## config.mk

```make
export PLATFORM = sky130hd
export DESIGN_NAME = telex_to_utf8_vietnamese
export DESIGN_NICKNAME = d
export VERILOG_FILES = /design/src/tvu_pkg.sv /design/src/tvu_lookup.sv /design/src/tvu_serializer.sv /design/src/telex_to_utf8_vietnamese.sv
export SDC_FILE = /design/constraint.sdc
export NUM_CORES = 1
export LEC_CHECK = 0
export BUFFER_PORTS_ARGS = -buffer_cell sky130_fd_sc_hd__buf_2
export CAP_MARGIN = 30
export CORE_MARGIN = 2
export CORE_UTILIZATION = 25
export CTS_CLUSTER_SIZE = 20
export DETAILED_ROUTE_END_ITERATION = 7
export GPL_ROUTABILITY_DRIVEN = 0
export HOLD_SLACK_MARGIN = 0.03
export SLEW_MARGIN = 20
export SYNTH_ARGS = -nofsm -noshare
export SYNTH_HDL_FRONTEND = slang
export SYNTH_SLANG_ARGS = --single-unit
```

## constraint.sdc

```tcl
create_clock -name clk_i -period 10.65 [get_ports clk_i]
set_input_delay 0.5325 -clock clk_i [delete_from_list [all_inputs] [get_ports clk_i]]
set_output_delay 0.5325 -clock clk_i [all_outputs]
set_load 0.03 [all_outputs]
```

## src/tvu_pkg.sv

```systemverilog
// ----------------------------------------------------------------------------
// tvu_pkg: shared types and constants of the Telex to UTF-8 converter
// Key numbering and the result burst that travels from the key lookup
// to the output serializer.
// ----------------------------------------------------------------------------
package tvu_pkg;

  // Number of Telex keys in the table; key codes run from 1 to NUM_KEYS.
  localparam int NUM_KEYS = 74;

  // Key code that means no key is pending.
  localparam logic [6:0] KEY_NONE = 7'd0;

  // Most result bytes one input byte can cause.
  localparam int MAX_BYTES = 4;

  // Result bytes of one input transaction, first byte in slot 0.
  typedef struct packed {
    logic [MAX_BYTES-1:0][7:0] data;
    logic [2:0]                count;
  } tvu_burst_t;

endpackage

```

## src/tvu_lookup.sv

```systemverilog
// ----------------------------------------------------------------------------
// tvu_lookup: Telex key lookup and UTF-8 encoding
// Given the pending key and one input byte, computes the next pending key
// and the burst of UTF-8 bytes that the byte causes.
// ----------------------------------------------------------------------------
module tvu_lookup
  import tvu_pkg::*;
(
  input  logic [6:0]  key_i,
  input  logic [7:0]  char_i,
  input  logic        end_i,
  output logic [6:0]  key_o,
  output tvu_burst_t  burst_o
);

  // Characters that take part in keys.
  localparam logic [7:0] CH_SPACE = 8'h20;
  localparam logic [7:0] CH_A     = 8'h61;
  localparam logic [7:0] CH_D     = 8'h64;
  localparam logic [7:0] CH_E     = 8'h65;
  localparam logic [7:0] CH_F     = 8'h66;
  localparam logic [7:0] CH_I     = 8'h69;
  localparam logic [7:0] CH_J     = 8'h6A;
  localparam logic [7:0] CH_O     = 8'h6F;
  localparam logic [7:0] CH_R     = 8'h72;
  localparam logic [7:0] CH_S     = 8'h73;
  localparam logic [7:0] CH_U     = 8'h75;
  localparam logic [7:0] CH_W     = 8'h77;
  localparam logic [7:0] CH_X     = 8'h78;
  localparam logic [7:0] CH_Y     = 8'h79;

  // Base keys; the five tone marks of each vowel base follow it in the numbering.
  localparam logic [6:0] K_A  = 7'd1;
  localparam logic [6:0] K_E  = 7'd7;
  localparam logic [6:0] K_O  = 7'd13;
  localparam logic [6:0] K_U  = 7'd19;
  localparam logic [6:0] K_I  = 7'd25;
  localparam logic [6:0] K_Y  = 7'd31;
  localparam logic [6:0] K_OO = 7'd37;
  localparam logic [6:0] K_AA = 7'd43;
  localparam logic [6:0] K_OW = 7'd49;
  localparam logic [6:0] K_AW = 7'd55;
  localparam logic [6:0] K_UW = 7'd61;
  localparam logic [6:0] K_EE = 7'd67;
  localparam logic [6:0] K_D  = 7'd73;
  localparam logic [6:0] K_DD = 7'd74;

  // Code point of each key, key 1 first.
  localparam logic [15:0] KEY_CP [NUM_KEYS] = '{
    16'h0061, 16'h00E1, 16'h00E0, 16'h1EA3, 16'h00E3, 16'h1EA1,
    16'h0065, 16'h00E9, 16'h00E8, 16'h1EBB, 16'h1EBD, 16'h1EB9,
    16'h006F, 16'h00F3, 16'h00F2, 16'h1ECF, 16'h00F5, 16'h1ECD,
    16'h0075, 16'h00FA, 16'h00F9, 16'h1EE7, 16'h0169, 16'h1EE5,
    16'h0069, 16'h00ED, 16'h00EC, 16'h1EC9, 16'h0129, 16'h1ECB,
    16'h0079, 16'h00FD, 16'h1EF3, 16'h1EF7, 16'h1EF9, 16'h1EF5,
    16'h00F4, 16'h1ED1, 16'h1ED3, 16'h1ED5, 16'h1ED7, 16'h1ED9,
    16'h00E2, 16'h1EA5, 16'h1EA7, 16'h1EA9, 16'h1EAB, 16'h1EAD,
    16'h01A1, 16'h1EDB, 16'h1EDD, 16'h1EDF, 16'h1EE1, 16'h1EE3,
    16'h0103, 16'h1EAF, 16'h1EB1, 16'h1EB3, 16'h1EB5, 16'h1EB7,
    16'h01B0, 16'h1EE9, 16'h1EEB, 16'h1EED, 16'h1EEF, 16'h1EF1,
    16'h00EA, 16'h1EBF, 16'h1EC1, 16'h1EC3, 16'h1EC5, 16'h1EC7,
    16'h0064, 16'h0111
  };

  // UTF-8 bytes of one key, first byte in slot 0.
  typedef struct packed {
    logic [3:0][7:0] b;
    logic [1:0]      len;
  } utf8_t;

  // Offset of a tone mark letter within a key group, zero for other bytes.
  function automatic logic [2:0] tone_ofs(input logic [7:0] c);
    logic [2:0] r;
    r = 3'd0;
    unique case (c)
      CH_S:    r = 3'd1;
      CH_F:    r = 3'd2;
      CH_R:    r = 3'd3;
      CH_X:    r = 3'd4;
      CH_J:    r = 3'd5;
      default: r = 3'd0;
    endcase
    return r;
  endfunction

  // Key that the pending key grows into with one more byte, or none.
  function automatic logic [6:0] ext_key(input logic [6:0] k, input logic [7:0] c);
    logic [6:0] r;
    logic [2:0] t;
    r = KEY_NONE;
    t = tone_ofs(c);
    unique case (k)
      K_A: begin
        if (c == CH_A) r = K_AA;
        else if (c == CH_W) r = K_AW;
        else if (t != 3'd0) r = k + {4'd0, t};
      end
      K_E: begin
        if (c == CH_E) r = K_EE;
        else if (t != 3'd0) r = k + {4'd0, t};
      end
      K_O: begin
        if (c == CH_O) r = K_OO;
        else if (c == CH_W) r = K_OW;
        else if (t != 3'd0) r = k + {4'd0, t};
      end
      K_U: begin
        if (c == CH_W) r = K_UW;
        else if (t != 3'd0) r = k + {4'd0, t};
      end
      K_I, K_Y, K_OO, K_AA, K_OW, K_AW, K_UW, K_EE: begin
        if (t != 3'd0) r = k + {4'd0, t};
      end
      K_D: begin
        if (c == CH_D) r = K_DD;
      end
      default: r = KEY_NONE;
    endcase
    return r;
  endfunction

  // Key that a single byte starts, or none.
  function automatic logic [6:0] start_key(input logic [7:0] c);
    logic [6:0] r;
    r = KEY_NONE;
    unique case (c)
      CH_A:    r = K_A;
      CH_E:    r = K_E;
      CH_O:    r = K_O;
      CH_U:    r = K_U;
      CH_I:    r = K_I;
      CH_Y:    r = K_Y;
      CH_D:    r = K_D;
      default: r = KEY_NONE;
    endcase
    return r;
  endfunction

  // UTF-8 encoding of a key; no key gives zero bytes.
  function automatic utf8_t encode(input logic [6:0] k);
    utf8_t      r;
    logic [15:0] cp;
    r.b   = '0;
    r.len = 2'd0;
    if (k != KEY_NONE) begin
      cp = KEY_CP[k - 7'd1];
      if (cp < 16'h0080) begin
        r.b[0] = cp[7:0];
        r.len  = 2'd1;
      end else if (cp < 16'h0800) begin
        r.b[0] = {3'b110, cp[10:6]};
        r.b[1] = {2'b10, cp[5:0]};
        r.len  = 2'd2;
      end else begin
        r.b[0] = {4'b1110, cp[15:12]};
        r.b[1] = {2'b10, cp[11:6]};
        r.b[2] = {2'b10, cp[5:0]};
        r.len  = 2'd3;
      end
    end
    return r;
  endfunction

  logic [6:0] key_valid;
  logic [6:0] key_ext;
  logic [6:0] key_start;
  logic [6:0] key_mid;
  logic       is_space;
  logic       flush_a;
  logic       put_char;
  utf8_t      enc_a;
  utf8_t      enc_b;
  logic [2:0] mid_end;

  // A key code outside the table counts as no key.
  assign key_valid = (key_i <= 7'(NUM_KEYS)) ? key_i : KEY_NONE;

  assign is_space  = (char_i == CH_SPACE);
  assign key_ext   = is_space ? KEY_NONE : ext_key(key_valid, char_i);
  assign key_start = start_key(char_i);

  // The pending key is flushed unless the byte grows it.
  assign flush_a  = is_space || (key_ext == KEY_NONE);
  assign put_char = is_space || ((key_ext == KEY_NONE) && (key_start == KEY_NONE));

  // Pending key after the byte itself, before the end flag.
  always_comb begin
    if (is_space) begin
      key_mid = KEY_NONE;
    end else if (key_ext != KEY_NONE) begin
      key_mid = key_ext;
    end else begin
      key_mid = key_start;
    end
  end

  assign enc_a = encode(flush_a ? key_valid : KEY_NONE);
  assign enc_b = encode(end_i ? key_mid : KEY_NONE);
  assign key_o = end_i ? KEY_NONE : key_mid;

  // Burst: flushed key, then the passed byte, then the key flushed at the end.
  assign mid_end = {1'b0, enc_a.len} + {2'b00, put_char};

  always_comb begin
    for (int i = 0; i < MAX_BYTES; i++) begin
      if (3'(i) < {1'b0, enc_a.len}) begin
        burst_o.data[i] = enc_a.b[i];
      end else if (3'(i) < mid_end) begin
        burst_o.data[i] = char_i;
      end else begin
        burst_o.data[i] = enc_b.b[2'(3'(i) - mid_end)];
      end
    end
    burst_o.count = mid_end + {1'b0, enc_b.len};
  end

endmodule

```

## src/tvu_serializer.sv

```systemverilog
// ----------------------------------------------------------------------------
// tvu_serializer: result burst register and byte serializer
// Holds the bytes caused by one input transaction and sends them one per
// transaction on the output stream, marking the last one.
// ----------------------------------------------------------------------------
module tvu_serializer
  import tvu_pkg::*;
(
  input  logic        clk_i,
  input  logic        rst_ni,
  input  logic        load_i,
  input  tvu_burst_t  burst_i,
  output logic        free_o,
  output logic        m_axis_tvalid_o,
  input  logic        m_axis_tready_i,
  output logic [7:0]  m_axis_tdata_o,   // out_byte[7:0]
  output logic        m_axis_tlast_o    // last_of_run
);

  logic [MAX_BYTES-1:0][7:0] data_q;
  logic [2:0]                count_q, count_d;
  logic [1:0]                pos_q, pos_d;
  logic                      last;
  logic                      take;

  assign m_axis_tvalid_o = (count_q != 3'd0);
  assign last            = ({1'b0, pos_q} + 3'd1) == count_q;
  assign take            = m_axis_tvalid_o && m_axis_tready_i;
  assign m_axis_tdata_o  = data_q[pos_q];
  assign m_axis_tlast_o  = last;

  // A new burst may enter when the register is empty or its last byte leaves.
  assign free_o = !m_axis_tvalid_o || (take && last);

  // Byte position and count of the held burst.
  always_comb begin
    count_d = count_q;
    pos_d   = pos_q;
    if (load_i) begin
      count_d = burst_i.count;
      pos_d   = 2'd0;
    end else if (take) begin
      if (last) begin
        count_d = 3'd0;
        pos_d   = 2'd0;
      end else begin
        pos_d = pos_q + 2'd1;
      end
    end
  end

  always_ff @(posedge clk_i or negedge rst_ni) begin
    if (!rst_ni) begin
      count_q <= 3'd0;
      pos_q   <= 2'd0;
    end else begin
      count_q <= count_d;
      pos_q   <= pos_d;
    end
  end

  // Burst bytes need no reset.
  always_ff @(posedge clk_i) begin
    if (load_i) begin
      data_q <= burst_i.data;
    end
  end

`ifndef SYNTHESIS
  // The read position always lies inside the held burst.
  a_pos_in_burst: assert property (@(posedge clk_i) disable iff (!rst_ni)
    m_axis_tvalid_o |-> ({1'b0, pos_q} < count_q))
    else $error("serializer position beyond burst");

  // A burst never holds more bytes than one transaction can cause.
  a_count_max: assert property (@(posedge clk_i) disable iff (!rst_ni)
    count_q <= 3'(MAX_BYTES))
    else $error("serializer burst too long");

  // A burst is loaded only when the previous one is gone or leaving.
  a_load_free: assert property (@(posedge clk_i) disable iff (!rst_ni)
    load_i |-> free_o)
    else $error("burst loaded over pending bytes");

  // A byte that is not taken stays in place.
  a_hold: assert property (@(posedge clk_i) disable iff (!rst_ni)
    (m_axis_tvalid_o && !m_axis_tready_i) |=> (m_axis_tvalid_o && $stable(pos_q)))
    else $error("stalled output byte moved");
`endif

endmodule

```

## src/telex_to_utf8_vietnamese.sv

```systemverilog
// ----------------------------------------------------------------------------
// telex_to_utf8_vietnamese: Telex to UTF-8 converter for Vietnamese text
// Top level: pending key register, key lookup and output serializer.
// ----------------------------------------------------------------------------
// The block reads Telex text one byte per input transaction and writes the
// UTF-8 text one byte per output transaction. It holds one pending key
// (such as a, aa, aas, ow or dd); a byte that extends it to another key is
// absorbed, otherwise the key leaves as 1 to 3 UTF-8 bytes and the byte
// starts a new key or passes through unchanged. A space flushes the key and
// passes, and tlast on input flushes the key after its byte. tlast on output
// marks the final byte caused by one input byte. An input byte that causes
// no output leaves the block free for the next input byte; one that causes n
// bytes (at most four) holds the output register until all n have left, at
// one byte per cycle while the output is not stalled, and the next input
// byte is taken in the cycle the last one leaves.
// ----------------------------------------------------------------------------
module telex_to_utf8_vietnamese
  import tvu_pkg::*;
(
  input  logic        clk_i,
  input  logic        rst_ni,
  input  logic        s_axis_tvalid_i,
  output logic        s_axis_tready_o,
  input  logic [7:0]  s_axis_tdata_i,   // char_code[7:0]
  input  logic        s_axis_tlast_i,   // end_of_text
  output logic        m_axis_tvalid_o,
  input  logic        m_axis_tready_i,
  output logic [7:0]  m_axis_tdata_o,   // out_byte[7:0]
  output logic        m_axis_tlast_o    // last_of_run
);

  logic [6:0] key_q, key_d;
  tvu_burst_t burst;
  logic       free;
  logic       accept;

  assign s_axis_tready_o = free;
  assign accept          = s_axis_tvalid_i && free;

  // Next key and result bytes of the offered byte.
  tvu_lookup u_lookup (
    .key_i   (key_q),
    .char_i  (s_axis_tdata_i),
    .end_i   (s_axis_tlast_i),
    .key_o   (key_d),
    .burst_o (burst)
  );

  // Pending key advances with each accepted transaction.
  always_ff @(posedge clk_i or negedge rst_ni) begin
    if (!rst_ni) begin
      key_q <= KEY_NONE;
    end else if (accept) begin
      key_q <= key_d;
    end
  end

  // Result bytes leave one per output transaction.
  tvu_serializer u_serializer (
    .clk_i           (clk_i),
    .rst_ni          (rst_ni),
    .load_i          (accept),
    .burst_i         (burst),
    .free_o          (free),
    .m_axis_tvalid_o (m_axis_tvalid_o),
    .m_axis_tready_i (m_axis_tready_i),
    .m_axis_tdata_o  (m_axis_tdata_o),
    .m_axis_tlast_o  (m_axis_tlast_o)
  );

`ifndef SYNTHESIS
  // The pending key is always a table entry or none.
  a_key_range: assert property (@(posedge clk_i) disable iff (!rst_ni)
    key_q <= 7'(NUM_KEYS))
    else $error("pending key outside table");

  // A transaction flagged as end of text leaves no key pending.
  a_end_clears: assert property (@(posedge clk_i) disable iff (!rst_ni)
    (accept && s_axis_tlast_i) |=> (key_q == KEY_NONE))
    else $error("key pending after end of text");

  // The input is held off only while result bytes are waiting.
  a_stall_cause: assert property (@(posedge clk_i) disable iff (!rst_ni)
    !s_axis_tready_o |-> m_axis_tvalid_o)
    else $error("input stalled with no pending output");
`endif

endmodule
```

==> results of run 1 <==
synthesized netlist by cell type, types with 16 or more instances:
library cell  number
a211oi_1          20
a21oi_1           74
a31oi_1           16
buf_2             31
clkbuf_1          45
edfxtp_1          32
ha_1              23
inv_1             26
mux2i_1           17
nand2_1          114
nand3_1           55
nor2_1            88
nor3_1            48
o211ai_1          19
o21ai_0           58
through the flow:
step           setup slack (ns)  instances  power (µW)  hold slack, ns  cell area [µm²]
6_report                 0.7760       1407       947.8          0.1417             8230
5_1_grt                  0.1228       1407        1010          0.1466             8230
4_1_cts                  0.8377       1407       946.2          0.1434             8224
3_5_place_dp             0.8907       1399       762.9          0.4525             8046
3_3_place_gp              1.305       1399       764.5          0.4553             8046
2_1_floorplan             2.961       1058       634.7          0.2369             7757
layout make-up:
class,instances,area [µm²]
Clock buffer,6,138.9
Clock inverter,2,38.79
Fill cell,3382,22360
Inverter,29,111.4
Multi-Input combinational cell,899,6010
Sequential cell,44,1261
Tap cell,396,495.5
Timing Repair Buffer,31,175.2
repair_timing:
action | in CTS | in global routing
endpoints found under the setup margin | 0 | 1
gates resized for setup | 0 | 1
hold buffers | 0 | 0
power groups by stage:
stage	clock network [µW]	logic, µW	registers, µW
2_1_floorplan	0	379	256
3_3_place_gp	0	489	276
3_5_place_dp	0	485	278
4_1_cts	185	487	274
5_1_grt	194	537	280
6_report	183	493	272
worst min-delay path by stage:
stage,startpoint,endpoint,depth (start not counted)
after global placement,rst_ni,u_serializer.pos_q[0],1
final,rst_ni,u_serializer.pos_q[0],1
after detailed placement,rst_ni,u_serializer.pos_q[0],1
after global routing,rst_ni,u_serializer.pos_q[0],1
after floorplan,rst_ni,key_q[0],0
after CTS,rst_ni,u_serializer.pos_q[0],1
registers in the layout (all words and copies together), names as in the netlist:
| signal | count |
|---|---|
| u_serializer.pos_q | 2 |
| u_serializer.data_q | 32 |
| key_q | 7 |
| u_serializer.count_q | 3 |
layer usage:
| layer | track usage | vias up |
|---|---|---|
| li1 | - | 4036 |
| met1 | 0.2237 | 4035 |
| met2 | 0.2625 | 550 |
| met3 | 0.02001 | 99 |
| met4 | 0.05710 | 2 |
| met5 | 0 | - |
cells by family (layout without fill, tap and decap cells):
family / count (synthesis) / count (layout)
AO/OA/AOI/OAI: 382 / 382
XOR/XNOR: 20 / 20
AND/OR/NAND/NOR: 443 / 443
buffers and inverters: 115 / 68
adder cells (fa/ha/maj): 25 / 25
multiplexers: 29 / 29
flip-flops: 44 / 44
==> metrics.yaml, run 1 <==
rsz0062_at_grt: "false"
dr_wl_met3_mm: 2.533
ys_seq_area_frac: 0.1626
overflow: 0
drive_above_1_share: 0.1098
comb_power_share: 0.520
async_reset_ff_frac: 0.2727
r2r.worst_path.cells: 30
yosys-top-cells-area: "edfxtp_1 12%, nand2_1 5.5%, a21oi_1 4.8%"
r2r_slack_ns: 0.78
p_per_area_nw_per_um2: 115.2
finish.utilization: 0.2691
synthDistinctLibCells: 113
critPathTopFamily: "simple AND/OR/NAND/NOR gates"
clk_pin_slew_worst_paths_ns: 0.07
hpwl_mm: 20.43
worstSetupEndpoint: "u_serializer.data_q[16]"
tns_ns: 0
cp_slowest_cell: "dfrtp_1"
synth_fp_nets: 1096
layout_commonest_cell: "nand2_1"
switchingPower_uw: 421.7
met1Wirelength_mm: 11.51
ant_nets: 0
timing.fmax_ghz: 0.1013
relSlewSlack: 0.3025
grt_max_degree: 33
final.min_clock_period_ns: 9.874
post-cts-setup-buffer-count: 0
synth_area_um2: 7757
antennaDiodeCount: 0
synth_ff_type: "edfxtp_1"
core_area_um2: 30590
syn_inst: 1058
dr.pass1.iters: 7
synth_edf_count: 32
numCtsBuffers: 5
rows: 64
final_cell_mix: "114 x nand2_1, 88 x nor2_1, 74 x a21oi_1, 58 x o21ai_0, 55 x nand3_1"
synthAdderAreaFrac: 0.04226
grt_usage: 0.1627
clock_skew_ns: 0.01081
drv_cap: 0
avgSynthCellArea_um2: 7.332
drc_errors: 0
grt_pass1_wl_mm: 44.09
yosysTopAreaCellShare: 0.1239
io_buffer_count: 23
yosysTopAreaCell: "edfxtp_1"
crit_top_cell: "ha_1"
ys_seq_elements: 44
synth_compound_area_frac: 0.3619
cts-htree-levels: 2
die-area_um2: 32450
status: "finished, final reports clean"
swShare: 0.4449
timing.final.crit_share: 0.9271
vdd_ir_drop_max_mv: 0.07653
ios: 24
crit_path_max_fanout: 27
start_util: 0.2536
grt_pass1_vias: 8063
synthMuxAreaShare: 0.05145
setup.worst_path.start: "key_q[3]"
setup_viol: 0
final_max_slew_viol_count: 0
path_class: "reg -> reg"
fp.dieH_um: 180.2
dr.first_iter.drc_count: 1654
finalHoldViolCount: 0
synthSimpleGateAreaFrac: 0.2948
power.leakage_uw: 0.003056
max_stage_delay_ns: 0.77
synth_xor_area_frac: 0.02258
path_buf_inv: 4
cp.depth: 30
dieWidth_um: 180.2
timing.rr.end: "u_serializer.data_q[16]"
hp-class: "in -> async"
final_nets: 1048
clkSinkCount: 44
antenna_found_initial: 1
yosysWarningCount: 0
cp-start-kind: "flip-flop"
p_int_uw: 526.1
r2r-start: "key_q[3]"
end_kind: "flip-flop"
pwr-share-seq: 0.287
vias_per_cell: 6.199
cts_tree: "done"
tightest_slew_ns: 1.046
required_ns: 10.76
cp.arrival_ns: 9.99
routed_wl_mm: 27.23
clockRootBuffer: "clkbuf_16"
pwr-share-clk: 0.193
synth_top_family_by_area: "compound AO/OA/AOI/OAI gates"
wl_per_cell_um: 19.35
routed.top_layer: "met5"
route.met2.wl_mm: 12.14
cts_buffer_depth: 2
num_vias: 8722
syn_to_final_growth_pct: 6.097
clk-insertion-delay-late_ns: 0.29
(Power assumes the default switching activity.)
==> inputs of run 2 (changes only) <==
- CORE_UTILIZATION: 25 -> 38
==> run 2 against run 1 <==
Hold slack got worse by 0.021 ns. Highest routed layer is now met4. Sequential cell count did not move. First-iteration DRC count decreased by 18%. Combinational power decreased by 0.8%. Setup slack gained 0.19 ns. Register-to-register slack improved by 0.19 ns. Non-clock buffer count is 1 higher. Power increased by 0.39%. Critical path depth grew 1. Design area fell by 2.0%. Routed wire length fell by 0.20%.
==> metrics.yaml, run 2 (synthesis gave the netlist of run 1 again) <==
status: "finished, final reports clean"
timing.fmax_ghz: 0.1033
clockRootBuffer: "clkbuf_16"
hp-class: "in -> async"
rows: 52
dr.pass1.iters: 5
clk-insertion-delay-late_ns: 0.30
drive_above_1_share: 0.1107
path_class: "reg -> reg"
cp.arrival_ns: 9.73
crit_path_max_fanout: 41
final_cell_mix: "114 x nand2_1, 88 x nor2_1, 74 x a21oi_1, 58 x o21ai_0, 55 x nand3_1"
post-cts-setup-buffer-count: 0
relSlewSlack: 0.3802
die-area_um2: 21570
clk_pin_slew_worst_paths_ns: 0.08
crit_top_cell: "ha_1"
r2r_slack_ns: 0.97
io_buffer_count: 23
dr.first_iter.drc_count: 1359
wl_per_cell_um: 21.20
grt_pass1_wl_mm: 43.09
antennaDiodeCount: 0
start_util: 0.3859
grt_max_degree: 42
top_register: "u_serializer.data_q"
cts_buffer_depth: 2
overflow: 0
clkSinkCount: 44
vias_per_cell: 6.809
final_nets: 1049
hold_buffers: 0
core_area_um2: 20100
syn_to_final_growth_pct: 4.016
finalHoldViolCount: 0
final_cell_area_um2: 8069
top_regs: "u_serializer.data_q (32), key_q (7), u_serializer.count_q (3)"
grt_pass1_vias: 7854
r2r-start: "key_q[3]"
cp_slowest_cell: "nor3_2"
r2r.worst_path.cells: 31
numCtsBuffers: 5
timing.rr.end: "u_serializer.data_q[16]"
setup.worst_path.start: "key_q[3]"
final.min_clock_period_ns: 9.684
cts-htree-levels: 2
vdd_ir_drop_max_mv: 0.06079
cts_tree: "done"
hpwl_mm: 20.03
antenna_found_initial: 1
grt_usage: 0.2444
layout_commonest_cell: "nand2_1"
setup_viol: 0
power.leakage_uw: 0.003052
drc_errors: 0
p_per_area_nw_per_um2: 117.9
tightest_slew_ns: 0.9297
cp-start-kind: "flip-flop"
required_ns: 10.69
clock_skew_ns: 0.01507
max_stage_delay_ns: 0.79
fp.dieH_um: 146.9
rsz0062_at_grt: "false"
dieWidth_um: 146.9
final_max_slew_viol_count: 0
ios: 24
largest_register_ffs: 32
placed_cell_area_um2: 7896
end_kind: "flip-flop"
drv_cap: 0
routed_wl_mm: 27.18
num_vias: 8729
timing.final.crit_share: 0.9093
ant_nets: 0
ctsResizeCount: 0
tns_ns: 0
[run 2: worst max-delay path by stage]
stage / end
finish: u_serializer.data_q[16]
global route: u_serializer.data_q[16]
CTS: u_serializer.data_q[16]
detailed placement: u_serializer.data_q[16]
global placement: u_serializer.data_q[16]
floorplan: u_serializer.data_q[16]
[run 2: metrics by stage]
step           std cells  total power, µW  worst slack (ns)    util  hold WS, ns
2_1_floorplan       1058            634.7             2.961       -       0.2369
3_3_place_gp        1274            757.9             1.396  0.3928       0.4609
3_5_place_dp        1274            758.9             1.104  0.3928       0.4537
4_1_cts             1282            947.4             1.122  0.4014       0.1299
5_1_grt             1282             1002            0.1807  0.4014       0.1390
6_report            1282            951.5            0.9656  0.4014       0.1207
[run 2: worst max-delay path, delay by kind of cell, from the launching register on]
| kind | cells | cell delay (ns) |
|---|---|---|
| simple gates | 12 | 2.99 |
| fa+ha+maj | 6 | 2.59 |
| compound gates | 9 | 2.25 |
| buf+inv | 4 | 0.83 |
| flops | 1 | 0.74 |
[run 2: layout make-up]
cell class | instances | area (µm²)
clock buffer | 5 | 125.1
multi-input combinational | 899 | 6003
clock inverter | 3 | 47.55
fill | 2088 | 12040
sequential | 44 | 1261
timing repair buffer | 32 | 182.7
inverter | 29 | 111.4
tap | 270 | 337.8
[run 2: report_power, final]
| group | internal (µW) | total [µW] | switching, µW |
|---|---|---|---|
| Combinational | 165 | 489 | 324 |
| Clock | 112 | 188 | 76.7 |
| Sequential | 244 | 274 | 30.7 |
[run 2: routing by layer]
layer,vias to the layer above,global-route usage,routed length [µm]
met4,0,0.1024,1168
met1,4081,0.3301,11280
met5,-,0,0
met3,88,0.03385,2474
met2,536,0.3925,12250
li1,4024,-,-
